==> config.mk <==
export PLATFORM = sky130hd
export DESIGN_NAME = hydrophilic_window_gap_adjust_unit
export DESIGN_NICKNAME = d
export VERILOG_FILES = /design/src/hw/rtl/hwga_pkg.sv /design/src/hw/rtl/hwga_ctrl.sv /design/src/hw/rtl/hwga_dp.sv /design/src/hw/rtl/hydrophilic_window_gap_adjust_unit.sv
export SDC_FILE = /design/constraint.sdc
export NUM_CORES = 1
export LEC_CHECK = 0
export BUFFER_PORTS_ARGS = -buffer_cell sky130_fd_sc_hd__buf_4
export CORE_ASPECT_RATIO = 1.25
export CORE_MARGIN = 5
export CORE_UTILIZATION = 45
export CTS_BUF_LIST = sky130_fd_sc_hd__clkbuf_4 sky130_fd_sc_hd__clkbuf_8 sky130_fd_sc_hd__clkbuf_16
export DETAILED_ROUTE_END_ITERATION = 10
export PLACE_DENSITY = 0.64
export REMOVE_ABC_BUFFERS = 1
export SYNTH_ARGS = -nofsm -noshare
export SYNTH_HDL_FRONTEND = slang
export SYNTH_SLANG_ARGS = --single-unit
==> constraint.sdc <==
create_clock -name clk -period 13.1 [get_ports clk]
set_clock_uncertainty 0.15 [all_clocks]
set_input_delay 0 -clock clk [delete_from_list [all_inputs] [get_ports clk]]
set_output_delay 0 -clock clk [all_outputs]
set_load 0.01 [all_outputs]
==> src/hw/rtl/hwga_pkg.sv <==
package hwga_pkg;

	// Field widths
	localparam int LETTER_W = 5;
	localparam int WEIGHT_W = 16;
	localparam int COL_W    = 12;
	localparam int ADJ_W    = 16;

	// Column sums saturate at all ones
	localparam int SUM_W = 21;

	// Hydrophilic fraction in Q0.12, at most 1.0, so 13 bits
	localparam int Q_BITS  = 12;
	localparam int FRAC_W  = 13;
	localparam int WIN     = 6;
	localparam int WSUM_W  = 16;
	localparam logic [WSUM_W-1:0] ROUND_HALF = 16'd2048;
	localparam logic [3:0] COUNT_MAX = 4'd6;

	// Restoring divider: one quotient bit per cycle
	localparam int DIV_STEPS = FRAC_W;
	localparam int DIV_CNT_W = $clog2(DIV_STEPS);

	// Letters A C D E F G H I K L M N P Q R S T V Y W; D E G K N P Q R S are hydrophilic
	localparam int NUM_LETTERS = 20;
	localparam logic [NUM_LETTERS-1:0] HYDRO_MASK = 20'h0F92C;

	// Configuration register map
	localparam int CFG_IDX_W  = 4;
	localparam int CFG_DATA_W = 16;
	localparam int NUM_FACTORS = 7;
	localparam int FACTOR_IDX_W = 3;
	localparam logic [CFG_IDX_W-1:0] CFG_AMINO_ENABLE = 4'd0;
	localparam logic [CFG_IDX_W-1:0] CFG_FACTOR_ZERO  = 4'd1;
	localparam logic [CFG_IDX_W-1:0] CFG_FACTOR_SIX   = 4'd7;

	localparam logic signed [ADJ_W-1:0] FACTOR_RESET [NUM_FACTORS] = '{
		-16'sd1003, -16'sd3578, -16'sd2345, -16'sd1094, 16'sd20, 16'sd742, 16'sd425
	};

	// Controller to datapath commands
	typedef struct packed {
		logic acc;   // input item taken this cycle
		logic step;  // one divider iteration
		logic fin;   // close the column: window shift and result
	} cmd_t;

	// Datapath to controller status
	typedef struct packed {
		logic out_free;  // output register can take a result this cycle
	} stat_t;

endpackage

==> src/hw/rtl/hwga_ctrl.sv <==
module hwga_ctrl (
	input  logic              clk,
	input  logic              arst_n,
	input  logic              in_valid,
	input  logic              profile_start,
	input  logic              column_end,
	input  hwga_pkg::stat_t   stat,
	output logic              in_stall,
	output hwga_pkg::cmd_t    cmd
);

	localparam logic [1:0] ST_IDLE = 2'd0;
	localparam logic [1:0] ST_DIV  = 2'd1;
	localparam logic [1:0] ST_FIN  = 2'd2;

	localparam logic [hwga_pkg::DIV_CNT_W-1:0] LAST_STEP =
		hwga_pkg::DIV_CNT_W'(hwga_pkg::DIV_STEPS - 1);

	logic [1:0]                     state_q;
	logic [hwga_pkg::DIV_CNT_W-1:0] cnt_q;

	// Plain letter items flow while a column is being closed; boundary items wait
	assign in_stall = (state_q != ST_IDLE) && (profile_start || column_end);

	assign cmd.acc  = in_valid && !in_stall;
	assign cmd.step = (state_q == ST_DIV);
	assign cmd.fin  = (state_q == ST_FIN) && stat.out_free;

	// Sequencer
	always_ff @(posedge clk or negedge arst_n) begin
		if (!arst_n) begin
			state_q <= ST_IDLE;
			cnt_q   <= '0;
		end else begin
			unique case (state_q)
				ST_IDLE: begin
					if (cmd.acc && column_end) begin
						state_q <= ST_DIV;
						cnt_q   <= '0;
					end
				end
				ST_DIV: begin
					if (cnt_q == LAST_STEP) begin
						state_q <= ST_FIN;
					end else begin
						cnt_q <= cnt_q + 1'b1;
					end
				end
				ST_FIN: begin
					if (stat.out_free) begin
						state_q <= ST_IDLE;
					end
				end
				default: begin
					state_q <= ST_IDLE;
				end
			endcase
		end
	end

endmodule

==> src/hw/rtl/hwga_dp.sv <==
module hwga_dp #(
	parameter int MAX_COLUMNS = 4096
) (
	input  logic                                  clk,
	input  logic                                  arst_n,
	input  hwga_pkg::cmd_t                        cmd,
	output hwga_pkg::stat_t                       stat,
	input  logic                                  profile_start,
	input  logic [hwga_pkg::LETTER_W-1:0]         letter,
	input  logic [hwga_pkg::WEIGHT_W-1:0]         letter_weight,
	input  logic                                  column_end,
	input  logic                                  cfg_we,
	input  logic [hwga_pkg::CFG_IDX_W-1:0]        cfg_index,
	input  logic [hwga_pkg::CFG_DATA_W-1:0]       cfg_data,
	output logic                                  out_valid,
	input  logic                                  out_stall,
	output logic [hwga_pkg::COL_W-1:0]            column_index,
	output logic signed [hwga_pkg::ADJ_W-1:0]     adjustment
);

	localparam int CW = $clog2(MAX_COLUMNS + 1);
	localparam int SW = hwga_pkg::SUM_W;
	localparam int FW = hwga_pkg::FRAC_W;
	localparam int NUM_W = SW + hwga_pkg::Q_BITS;

	// Configuration
	logic                                enable_q;
	logic signed [hwga_pkg::ADJ_W-1:0]   factor_q [hwga_pkg::NUM_FACTORS];
	logic [hwga_pkg::CFG_IDX_W-1:0]      cfg_off;

	// Column sums and column count
	logic [SW-1:0] total_q, hydro_q;
	logic [CW-1:0] cols_q;

	// Divider
	logic [SW-1:0] den_q, rem_q;
	logic [FW-1:0] lo_q;
	logic          zero_q;

	// Fraction window, oldest first
	logic [FW-1:0] win_q [hwga_pkg::WIN];

	// Output register
	logic                                out_valid_q;
	logic [hwga_pkg::COL_W-1:0]          column_index_q;
	logic signed [hwga_pkg::ADJ_W-1:0]   adjustment_q;

	logic [SW-1:0]   base_t, base_h, nxt_t, nxt_h;
	logic            letter_ok, is_hydro;
	logic [NUM_W:0]  num;
	logic [SW:0]     trial;
	logic            ge;
	logic [FW-1:0]   frac;
	logic [hwga_pkg::WSUM_W-1:0] wsum, wround;
	logic [3:0]      count;
	logic [hwga_pkg::FACTOR_IDX_W-1:0] fsel;
	logic            emit;
	logic [CW-1:0]   idx_full;
	logic [CW+hwga_pkg::COL_W-1:0] idx_ext;

	function automatic logic [SW-1:0] sat_add(input logic [SW-1:0] a,
			input logic [hwga_pkg::WEIGHT_W-1:0] b);
		logic [SW:0] s;
		s = {1'b0, a} + (SW+1)'(b);
		return s[SW] ? '1 : s[SW-1:0];
	endfunction

	// Accumulate this item on top of the running sums
	always_comb begin
		base_t    = profile_start ? '0 : total_q;
		base_h    = profile_start ? '0 : hydro_q;
		letter_ok = (letter < hwga_pkg::LETTER_W'(hwga_pkg::NUM_LETTERS));
		is_hydro  = letter_ok && hwga_pkg::HYDRO_MASK[letter];
		nxt_t     = letter_ok ? sat_add(base_t, letter_weight) : base_t;
		nxt_h     = is_hydro ? sat_add(base_h, letter_weight) : base_h;
		// hydro * 4096 + total / 2
		num       = {1'b0, nxt_h, {hwga_pkg::Q_BITS{1'b0}}} + (NUM_W+1)'(nxt_t >> 1);
	end

	// Divider iteration
	always_comb begin
		trial = {rem_q, lo_q[FW-1]};
		ge    = (trial >= {1'b0, den_q});
	end

	// Close the column: new fraction, rounded window count, result decision
	always_comb begin
		frac = zero_q ? '0 : lo_q;
		wsum = hwga_pkg::WSUM_W'(frac);
		for (int i = 1; i < hwga_pkg::WIN; i++) begin
			wsum = wsum + hwga_pkg::WSUM_W'(win_q[i]);
		end
		wround = wsum + hwga_pkg::ROUND_HALF;
		count  = wround[hwga_pkg::WSUM_W-1:hwga_pkg::Q_BITS];
		fsel   = (count > hwga_pkg::COUNT_MAX) ? hwga_pkg::FACTOR_IDX_W'(hwga_pkg::COUNT_MAX)
		                                        : count[hwga_pkg::FACTOR_IDX_W-1:0];
		emit     = enable_q && (cols_q >= CW'(5)) && (cols_q < CW'(MAX_COLUMNS));
		idx_full = cols_q - CW'(2);
		idx_ext  = {{hwga_pkg::COL_W{1'b0}}, idx_full};
		cfg_off  = cfg_index - hwga_pkg::CFG_FACTOR_ZERO;
	end

	assign stat.out_free = !out_valid_q || !out_stall;

	// Configuration registers
	always_ff @(posedge clk or negedge arst_n) begin
		if (!arst_n) begin
			enable_q <= 1'b1;
			for (int i = 0; i < hwga_pkg::NUM_FACTORS; i++) begin
				factor_q[i] <= hwga_pkg::FACTOR_RESET[i];
			end
		end else if (cfg_we) begin
			if (cfg_index == hwga_pkg::CFG_AMINO_ENABLE) begin
				enable_q <= cfg_data[0];
			end else if (cfg_index >= hwga_pkg::CFG_FACTOR_ZERO &&
			             cfg_index <= hwga_pkg::CFG_FACTOR_SIX) begin
				factor_q[cfg_off[hwga_pkg::FACTOR_IDX_W-1:0]] <= cfg_data;
			end
		end
	end

	// Sums, column count and window
	always_ff @(posedge clk or negedge arst_n) begin
		if (!arst_n) begin
			total_q <= '0;
			hydro_q <= '0;
			cols_q  <= '0;
			for (int i = 0; i < hwga_pkg::WIN; i++) begin
				win_q[i] <= '0;
			end
		end else begin
			if (cmd.acc) begin
				if (column_end) begin
					total_q <= '0;
					hydro_q <= '0;
				end else begin
					total_q <= nxt_t;
					hydro_q <= nxt_h;
				end
				if (profile_start) begin
					cols_q <= '0;
					for (int i = 0; i < hwga_pkg::WIN; i++) begin
						win_q[i] <= '0;
					end
				end
			end
			if (cmd.fin) begin
				for (int i = 0; i < hwga_pkg::WIN - 1; i++) begin
					win_q[i] <= win_q[i+1];
				end
				win_q[hwga_pkg::WIN-1] <= frac;
				if (cols_q < CW'(MAX_COLUMNS)) begin
					cols_q <= cols_q + 1'b1;
				end
			end
		end
	end

	// Divider operands; quotient fits 13 bits, so the top of the numerator seeds the remainder
	always_ff @(posedge clk) begin
		if (cmd.acc && column_end) begin
			den_q  <= nxt_t;
			zero_q <= (nxt_t == '0);
			rem_q  <= SW'(num[NUM_W:FW]);
			lo_q   <= num[FW-1:0];
		end else if (cmd.step) begin
			rem_q <= ge ? SW'(trial - {1'b0, den_q}) : trial[SW-1:0];
			lo_q  <= {lo_q[FW-2:0], ge};
		end
	end

	// Output register
	always_ff @(posedge clk or negedge arst_n) begin
		if (!arst_n) begin
			out_valid_q <= 1'b0;
		end else if (cmd.fin && emit) begin
			out_valid_q <= 1'b1;
		end else if (out_valid_q && !out_stall) begin
			out_valid_q <= 1'b0;
		end
	end

	always_ff @(posedge clk) begin
		if (cmd.fin && emit) begin
			column_index_q <= idx_ext[hwga_pkg::COL_W-1:0];
			adjustment_q   <= factor_q[fsel];
		end
	end

	assign out_valid    = out_valid_q;
	assign column_index = column_index_q;
	assign adjustment   = adjustment_q;

endmodule

==> src/hw/rtl/hydrophilic_window_gap_adjust_unit.sv <==
// Hydrophilic window gap adjustment. Letter items are taken one per cycle. On the
// item that ends a column, the column's hydrophilic fraction is found by a restoring
// divider at one quotient bit per cycle, followed by a closing step that shifts the
// six-column window and registers the result once the output register is free.
// Plain letter items of the next column keep flowing meanwhile; an item carrying
// column_end or profile_start is held off until that column is closed, so short
// columns are paced by the divider rather than by the input.
// The result for column c-2 is produced when column c (5 <= c < MAX_COLUMNS) ends and the
// enable register is set; it waits in the output register while the next items run.
module hydrophilic_window_gap_adjust_unit #(
	parameter int MAX_COLUMNS = 4096
) (
	input  logic                                  clk,
	input  logic                                  arst_n,
	input  logic                                  in_valid,
	output logic                                  in_stall,
	input  logic                                  profile_start,
	input  logic [hwga_pkg::LETTER_W-1:0]         letter,
	input  logic [hwga_pkg::WEIGHT_W-1:0]         letter_weight,
	input  logic                                  column_end,
	output logic                                  out_valid,
	input  logic                                  out_stall,
	output logic [hwga_pkg::COL_W-1:0]            column_index,
	output logic signed [hwga_pkg::ADJ_W-1:0]     adjustment,
	input  logic                                  cfg_we,
	input  logic [hwga_pkg::CFG_IDX_W-1:0]        cfg_index,
	input  logic [hwga_pkg::CFG_DATA_W-1:0]       cfg_data
);

	hwga_pkg::cmd_t  cmd;
	hwga_pkg::stat_t stat;

	hwga_ctrl u_ctrl (
		.clk           (clk),
		.arst_n        (arst_n),
		.in_valid      (in_valid),
		.profile_start (profile_start),
		.column_end    (column_end),
		.stat          (stat),
		.in_stall      (in_stall),
		.cmd           (cmd)
	);

	hwga_dp #(
		.MAX_COLUMNS (MAX_COLUMNS)
	) u_dp (
		.clk           (clk),
		.arst_n        (arst_n),
		.cmd           (cmd),
		.stat          (stat),
		.profile_start (profile_start),
		.letter        (letter),
		.letter_weight (letter_weight),
		.column_end    (column_end),
		.cfg_we        (cfg_we),
		.cfg_index     (cfg_index),
		.cfg_data      (cfg_data),
		.out_valid     (out_valid),
		.out_stall     (out_stall),
		.column_index  (column_index),
		.adjustment    (adjustment)
	);

endmodule

==> impl_metrics.py, run 1 <==
metrics = {
    "cells_and_area": {
        "synthToLayoutAreaGrowth_pct": 13.7,
        "fin_util": 0.514,
        "drive_gt1_frac": 0.185,
        "n_antenna_cell": 0,
        "fillers": 3887,
        "fin_nets": 2210,
    },
    "drt": {
        "avgRoutedWirePerCell_um": 17.8,
        "drt-initial-drc-count": 753,
        "drt_wl_total_um": 46500,
        "drc_errors": 0,
        "drt-pass1-iter-count": 5,
        "viasPerCell": 5.56,
        "routed-via-count": 14500,
        "antenna_left": 0,
    },
    "timing": {
        "slew_headroom": 0.195,
        "worst_slack_ns": 5.19,
        "hold_viol": 0,
        "setup_tns_ns": 0,
        "fmax_mhz": 126,
        "setup_viol": 0,
        "fin_crit_sh": 0.604,
        "layout_min_cycle_time_ns": 7.91,
        "slew_violations": 0,
        "rsz0062_at_grt": "false",
        "tightest_slew_ns": 1.20,
    },
    "worst_setup_path": {
        "required_ns": 13.30,
        "rr_startpoint": "u_dp.zero_q",
        "cp-end-kind": "flop",
        "path_buf_inv": 4,
        "ff2ff_setup_slack_ns": 5.19,
        "slowest_delay_ns": 0.93,
        "critPathKind": "flop to flop",
        "worst-path-max-fanout": 33,
        "startpoint_type": "flop",
        "path_delay_family": "adder cells",
        "arrival_ns": 8.11,
        "worstRegToRegCells": 29,
        "reg2reg_to": "u_dp.adjustment[5]",
        "cpMaxStageDelayCell": "and2_0",
    },
    "global_routing": {
        "grt_pass1_vias": 14900,
        "grt_start_max_net_pins": 112,
        "grt_use_total": 0.193,
        "antenna_found_initial": 0,
        "grt_pass1_wl_um": 77100,
        "grt_overflow": 0,
    },
    "clock_tree": {
        "cts_setup_buffers": 0,
        "root_buffer": "clkbuf_16",
        "cts-resized-gates": 0,
        "cts_hold_buf": 23,
        "cts_tree": "yes",
        "clock_latency_ns": 0.54,
        "clk_pin_slew_worst_paths_ns": 0.06,
        "clockBufferDepth": 3,
        "cts_num_sinks": 324,
        "cts_inserted_buffers": 36,
        "h-tree-depth": 2,
    },
    "die": {
        "die_area_mm2": 0.0484,
        "die_w_um": 198,
        "num_io_pins": 78,
        "std_cell_rows": 86,
        "die_h_um": 245,
        "coreArea_mm2": 0.0439,
        "start_util": 0.452,
    },
    "placed_design": {
        "dp_worst_setup_slack_ns": 5.19,
        "numPortBuffers": 77,
        "hpwl_um": 32500,
        "place.gp.congestion": 0.861,
    },
    "synthesis": {
        "ys_ff_latch": 324,
        "syn_area_mm2": 0.0198,
        "ys_async_sr_fraction": 0.741,
        "syn_area_per_cell_um2": 10.3,
        "yosysWarnings": 0,
        "synthesis.instances": 1935,
        "synth_edf_count": 84,
        "ys_types": 86,
        "synthFlopType": "dfrtp_1",
        "ys_seq_area_frac": 0.433,
    },
    "flow_run": {
        "maxCapViolations": 0,
    },
    "worst_hold_path": {
        "holdCritPathClass": "primary input to asynchronous set/reset pin",
    },
    "power": {
        "p_leak_nw": 10.1,
        "power_density_mw_per_mm2": 179,
        "ir_drop_mv": 0.148,
    },
    "outcome": {
        "status": "finished, final reports clean",
    },
}
-- per-stage QoR --
stage / std cells / instance area (um^2) / hold slack (ns) / total power, mW
floorplan: 1854 / 19500 / -0.446 / 2.55
global placement: 2521 / 21000 / 0.0181 / 2.88
detailed placement: 2521 / 21000 / 0.0202 / 2.93
CTS: 2610 / 22600 / 0.0370 / 4.08
global route: 2610 / 22600 / 0.0565 / 4.33
finish: 2610 / 22600 / 0.00172 / 4.04
-- sequential cells by signal (all words and copies together), names as in the netlist, 2 cells and up --
register and count:
u_ctrl.cnt_q 4, u_ctrl.state_q 2, u_dp.adjustment 16, u_dp.cols_q 13, u_dp.column_index 12, u_dp.den_q 21, u_dp.factor_q 112, u_dp.hydro_q 21
u_dp.lo_q 13, u_dp.rem_q 21, u_dp.total_q 21, u_dp.win_q 65
-- area by class of cell --
| cell class | count | area (um^2) | share of cell area |
|---|---|---|---|
| clock buffer | 46 | 1040 | 0.0460 |
| clock inverter | 20 | 290 | 0.0129 |
| inverter | 147 | 552 | 0.0245 |
| multi-input combinational | 1383 | 10400 | 0.462 |
| sequential | 324 | 8600 | 0.381 |
| tap | 572 | 716 | 0.0317 |
| timing repair buffer | 118 | 951 | 0.0421 |
-- power breakdown --
group / internal, mW / total, mW / switching, mW
clock: 0.686 / 1.12 / 0.433
sequential: 1.36 / 1.49 / 0.126
combinational: 0.633 / 1.43 / 0.802
-- synth_stat cells, types with 55 or more instances --
library cell	count	area share
edfxtp_1	84	0.13
ha_1	110	0.069
clkbuf_1	65	0.012
mux2_2	116	0.066
nor2_1	95	0.018
a21oi_1	86	0.022
inv_1	147	0.028
nor2b_1	55	0.017
o21ai_0	142	0.036
xnor2_1	56	0.025
dfrtp_1	186	0.23
nand2_1	233	0.044
-- worst max-delay path by stage --
stage	slack, ns	start	cells past startpoint	to
finish	5.19	u_dp.zero_q	29	u_dp.adjustment[5]
CTS	5.16	u_dp.zero_q	29	u_dp.adjustment[5]
detailed placement	5.19	u_dp.zero_q	29	u_dp.adjustment[5]
global placement	5.32	u_dp.zero_q	29	u_dp.adjustment[14]
global route	4.49	u_dp.zero_q	29	u_dp.adjustment[7]
floorplan	4.05	u_dp.zero_q	29	u_dp.adjustment[11]
-- cells by family after synthesis --
group | synth area share
multiplexers | 0.0992
AO/OA/AOI/OAI | 0.144
XOR/XNOR | 0.0366
flip-flops | 0.433
adder cells (fa/ha/maj) | 0.112
buffers and inverters | 0.0442
AND/OR/NAND/NOR | 0.131
-- per-layer routing --
layer / part of all wire / GRT usage
met1: 0.43 / 0.248
met2: 0.50 / 0.338
met3: 0.037 / 0.0254
met4: 0.030 / 0.0634
met5: 0 / 0
-- cell usage in the layout, fill, tap and decap left out, types with 37 or more instances in the layout --
cell type,n
a21oi_1,85
nor2_1,93
clkbuf_16,37
ha_1,110
dfstp_2,54
inv_1,147
buf_4,94
mux2_2,116
nand2_1,232
dfrtp_1,186
o21ai_0,142
a22o_1,42
xnor2_1,56
nor2b_1,55
edfxtp_1,84
fa_1,42
No activity file was read; power rests on OpenSTA's default activity.
==> run 2, diff against run 1 <==
PLACE_DENSITY = 0.66   (was 0.64)
clock period = 6.7 ns   (was 13.1 ns; I/O delays follow)
==> impl_metrics.py, run 2 (synthesis gave the netlist of run 1 again) <==
metrics = {
    "outcome": {
        "status": "finished, final reports clean",
    },
    "power": {
        "clkPwrFrac": 0.257,
        "power_frac_comb": 0.373,
        "p_int_mw": 5.17,
        "ir_drop_mv": 0.301,
        "swShare": 0.344,
        "p_switching_mw": 2.72,
        "pwr-share-seq": 0.371,
        "p_leak_nw": 10.2,
        "power_density_mw_per_mm2": 344,
    },
    "timing": {
        "slew_headroom": 0.219,
        "setup_viol": 0,
        "fin_crit_sh": 0.985,
        "hold_viol": 0,
        "setup_tns_ns": 0,
        "tightest_slew_ns": 1.17,
        "layout_min_cycle_time_ns": 6.60,
        "slew_violations": 0,
        "rsz0062_at_grt": "true",
        "fmax_mhz": 152,
    },
    "cells_and_area": {
        "drive_gt1_frac": 0.209,
        "layout_commonest_cell": "nand2_1",
        "final_area_mm2": 0.0229,
        "fin_nets": 2246,
        "regMostFlops": "u_dp.factor_q",
        "mostFrequentLayoutCells": "nand2_1 (232), dfrtp_1 (186), inv_1 (146)",
        "fillers": 3878,
        "reg_top3": "u_dp.factor_q (112), u_dp.win_q (65)",
        "fin_cells": 2646,
        "n_antenna_cell": 0,
        "synthToLayoutAreaGrowth_pct": 15.6,
        "largest_reg_flops": 112,
    },
    "global_routing": {
        "grt_start_max_net_pins": 77,
        "grt_use_total": 0.193,
        "grt_pass1_vias": 15000,
        "antenna_found_initial": 0,
        "grt_overflow": 0,
        "grt_pass1_wl_um": 77400,
    },
    "drt": {
        "drt_wl_total_um": 47000,
        "drt-pass1-iter-count": 6,
        "viasPerCell": 5.53,
        "antenna_left": 0,
        "avgRoutedWirePerCell_um": 17.8,
        "drt-initial-drc-count": 745,
        "routed-via-count": 14600,
        "drc_errors": 0,
    },
    "clock_tree": {
        "cts_inserted_buffers": 36,
        "clock_latency_ns": 0.53,
        "clockBufferDepth": 3,
        "clk_pin_slew_worst_paths_ns": 0.06,
        "cts_num_sinks": 324,
        "root_buffer": "clkbuf_16",
        "cts_tree": "yes",
        "h-tree-depth": 2,
    },
    "placed_design": {
        "numPortBuffers": 77,
        "hpwl_um": 33200,
        "postPlaceCellArea_mm2": 0.0213,
        "place.gp.congestion": 0.906,
        "numPlacedInstances": 2551,
    },
    "die": {
        "start_util": 0.452,
        "std_cell_rows": 86,
        "die_area_mm2": 0.0484,
        "num_io_pins": 78,
        "die_h_um": 245,
        "die_w_um": 198,
        "coreArea_mm2": 0.0439,
    },
    "worst_setup_path": {
        "path_buf_inv": 5,
        "cpMaxStageDelayCell": "fa_1",
        "worst-path-max-fanout": 11,
        "arrival_ns": 6.73,
        "required_ns": 6.83,
        "slowest_delay_ns": 0.49,
        "critPathKind": "flop to flop",
        "cp-end-kind": "flop",
        "path_delay_family": "adder cells",
        "startpoint_type": "flop",
    },
    "flow_run": {
        "maxCapViolations": 0,
    },
    "worst_hold_path": {
        "holdCritPathClass": "primary input to flop",
    },
}
==> run 2: path summary, 6_finish.rpt <==
kind                       slack, ns                 end  depth (start not counted)            start
min reg2reg                     0.33     u_dp.total_q[9]                          2  u_dp.total_q[9]
min                             0.04       u_dp.enable_q                          5     cfg_index[1]
max in group asynchronous       4.85     u_dp.total_q[2]                          4           arst_n
max reg2reg                     0.10  u_dp.adjustment[3]                         30     u_dp.lo_q[0]
min in group asynchronous       0.52   u_dp.factor_q[77]                          3           arst_n
max                             0.10  u_dp.adjustment[3]                         30     u_dp.lo_q[0]
==> run 2: final cells by class <==
cell class	count	area, um^2	share of cell area
multi-input combinational	1383	10500	0.459
sequential	324	8600	0.375
timing repair buffer	154	1340	0.0583
clock buffer	44	980	0.0427
tap	572	716	0.0312
inverter	147	552	0.0240
clock inverter	22	230	0.0100
==> run 2: worst reg2reg max path, delay by kind of cell, from the launching register on <==
family,cells,cell delay (ns)
fa+ha+maj,6,2.10
simple gates,8,1.42
compound gates,9,1.26
buf+inv,5,0.47
mux,1,0.42
flops,1,0.38
xor+xnor,1,0.15
==> run 2: repair_timing <==
action | CTS | global route
hold endpoints to repair | 250 | 0
hold buffers | 27 | 0
pin swaps | 7 | 13
buffers inserted | 1 | 1
gates resized for setup | 13 | 26
setup endpoints to repair | 16 | 16
gates cloned | 0 | 1
==> run 2: layer usage <==
metal / global-route usage / routed length [um] / part of all wire
met2: 0.338 / 23500 / 0.50
met1: 0.253 / 20400 / 0.43
met3: 0.0236 / 1890 / 0.040
met5: 0 / 0 / 0
met4: 0.0529 / 1200 / 0.025
==> run 2: power groups by stage <==
stage | clock, mW | sequential [mW] | combinational, mW
3_3_place_gp | 0 | 2.94 | 2.79
5_1_grt | 2.16 | 2.97 | 3.30
6_report | 2.02 | 2.93 | 2.94
2_1_floorplan | 0 | 2.86 | 2.14
3_5_place_dp | 0 | 2.95 | 2.88
4_1_cts | 2.08 | 2.92 | 2.92
==> run 2: stage by stage <==
| step | hold slack [ns] | total power, mW | setup slack [ns] | util |
|---|---|---|---|---|
| after detailed placement | -0.0911 | 5.83 | -0.343 | 0.485 |
| after global placement | -0.0937 | 5.73 | -0.144 | 0.485 |
| after global routing | 0.0559 | 8.43 | -0.183 | 0.523 |
| final | 0.0362 | 7.89 | 0.100 | 0.523 |
| after CTS | 0.0131 | 7.91 | 0.00372 | 0.520 |
| after floorplan | -0.446 | 4.99 | -2.35 | - |
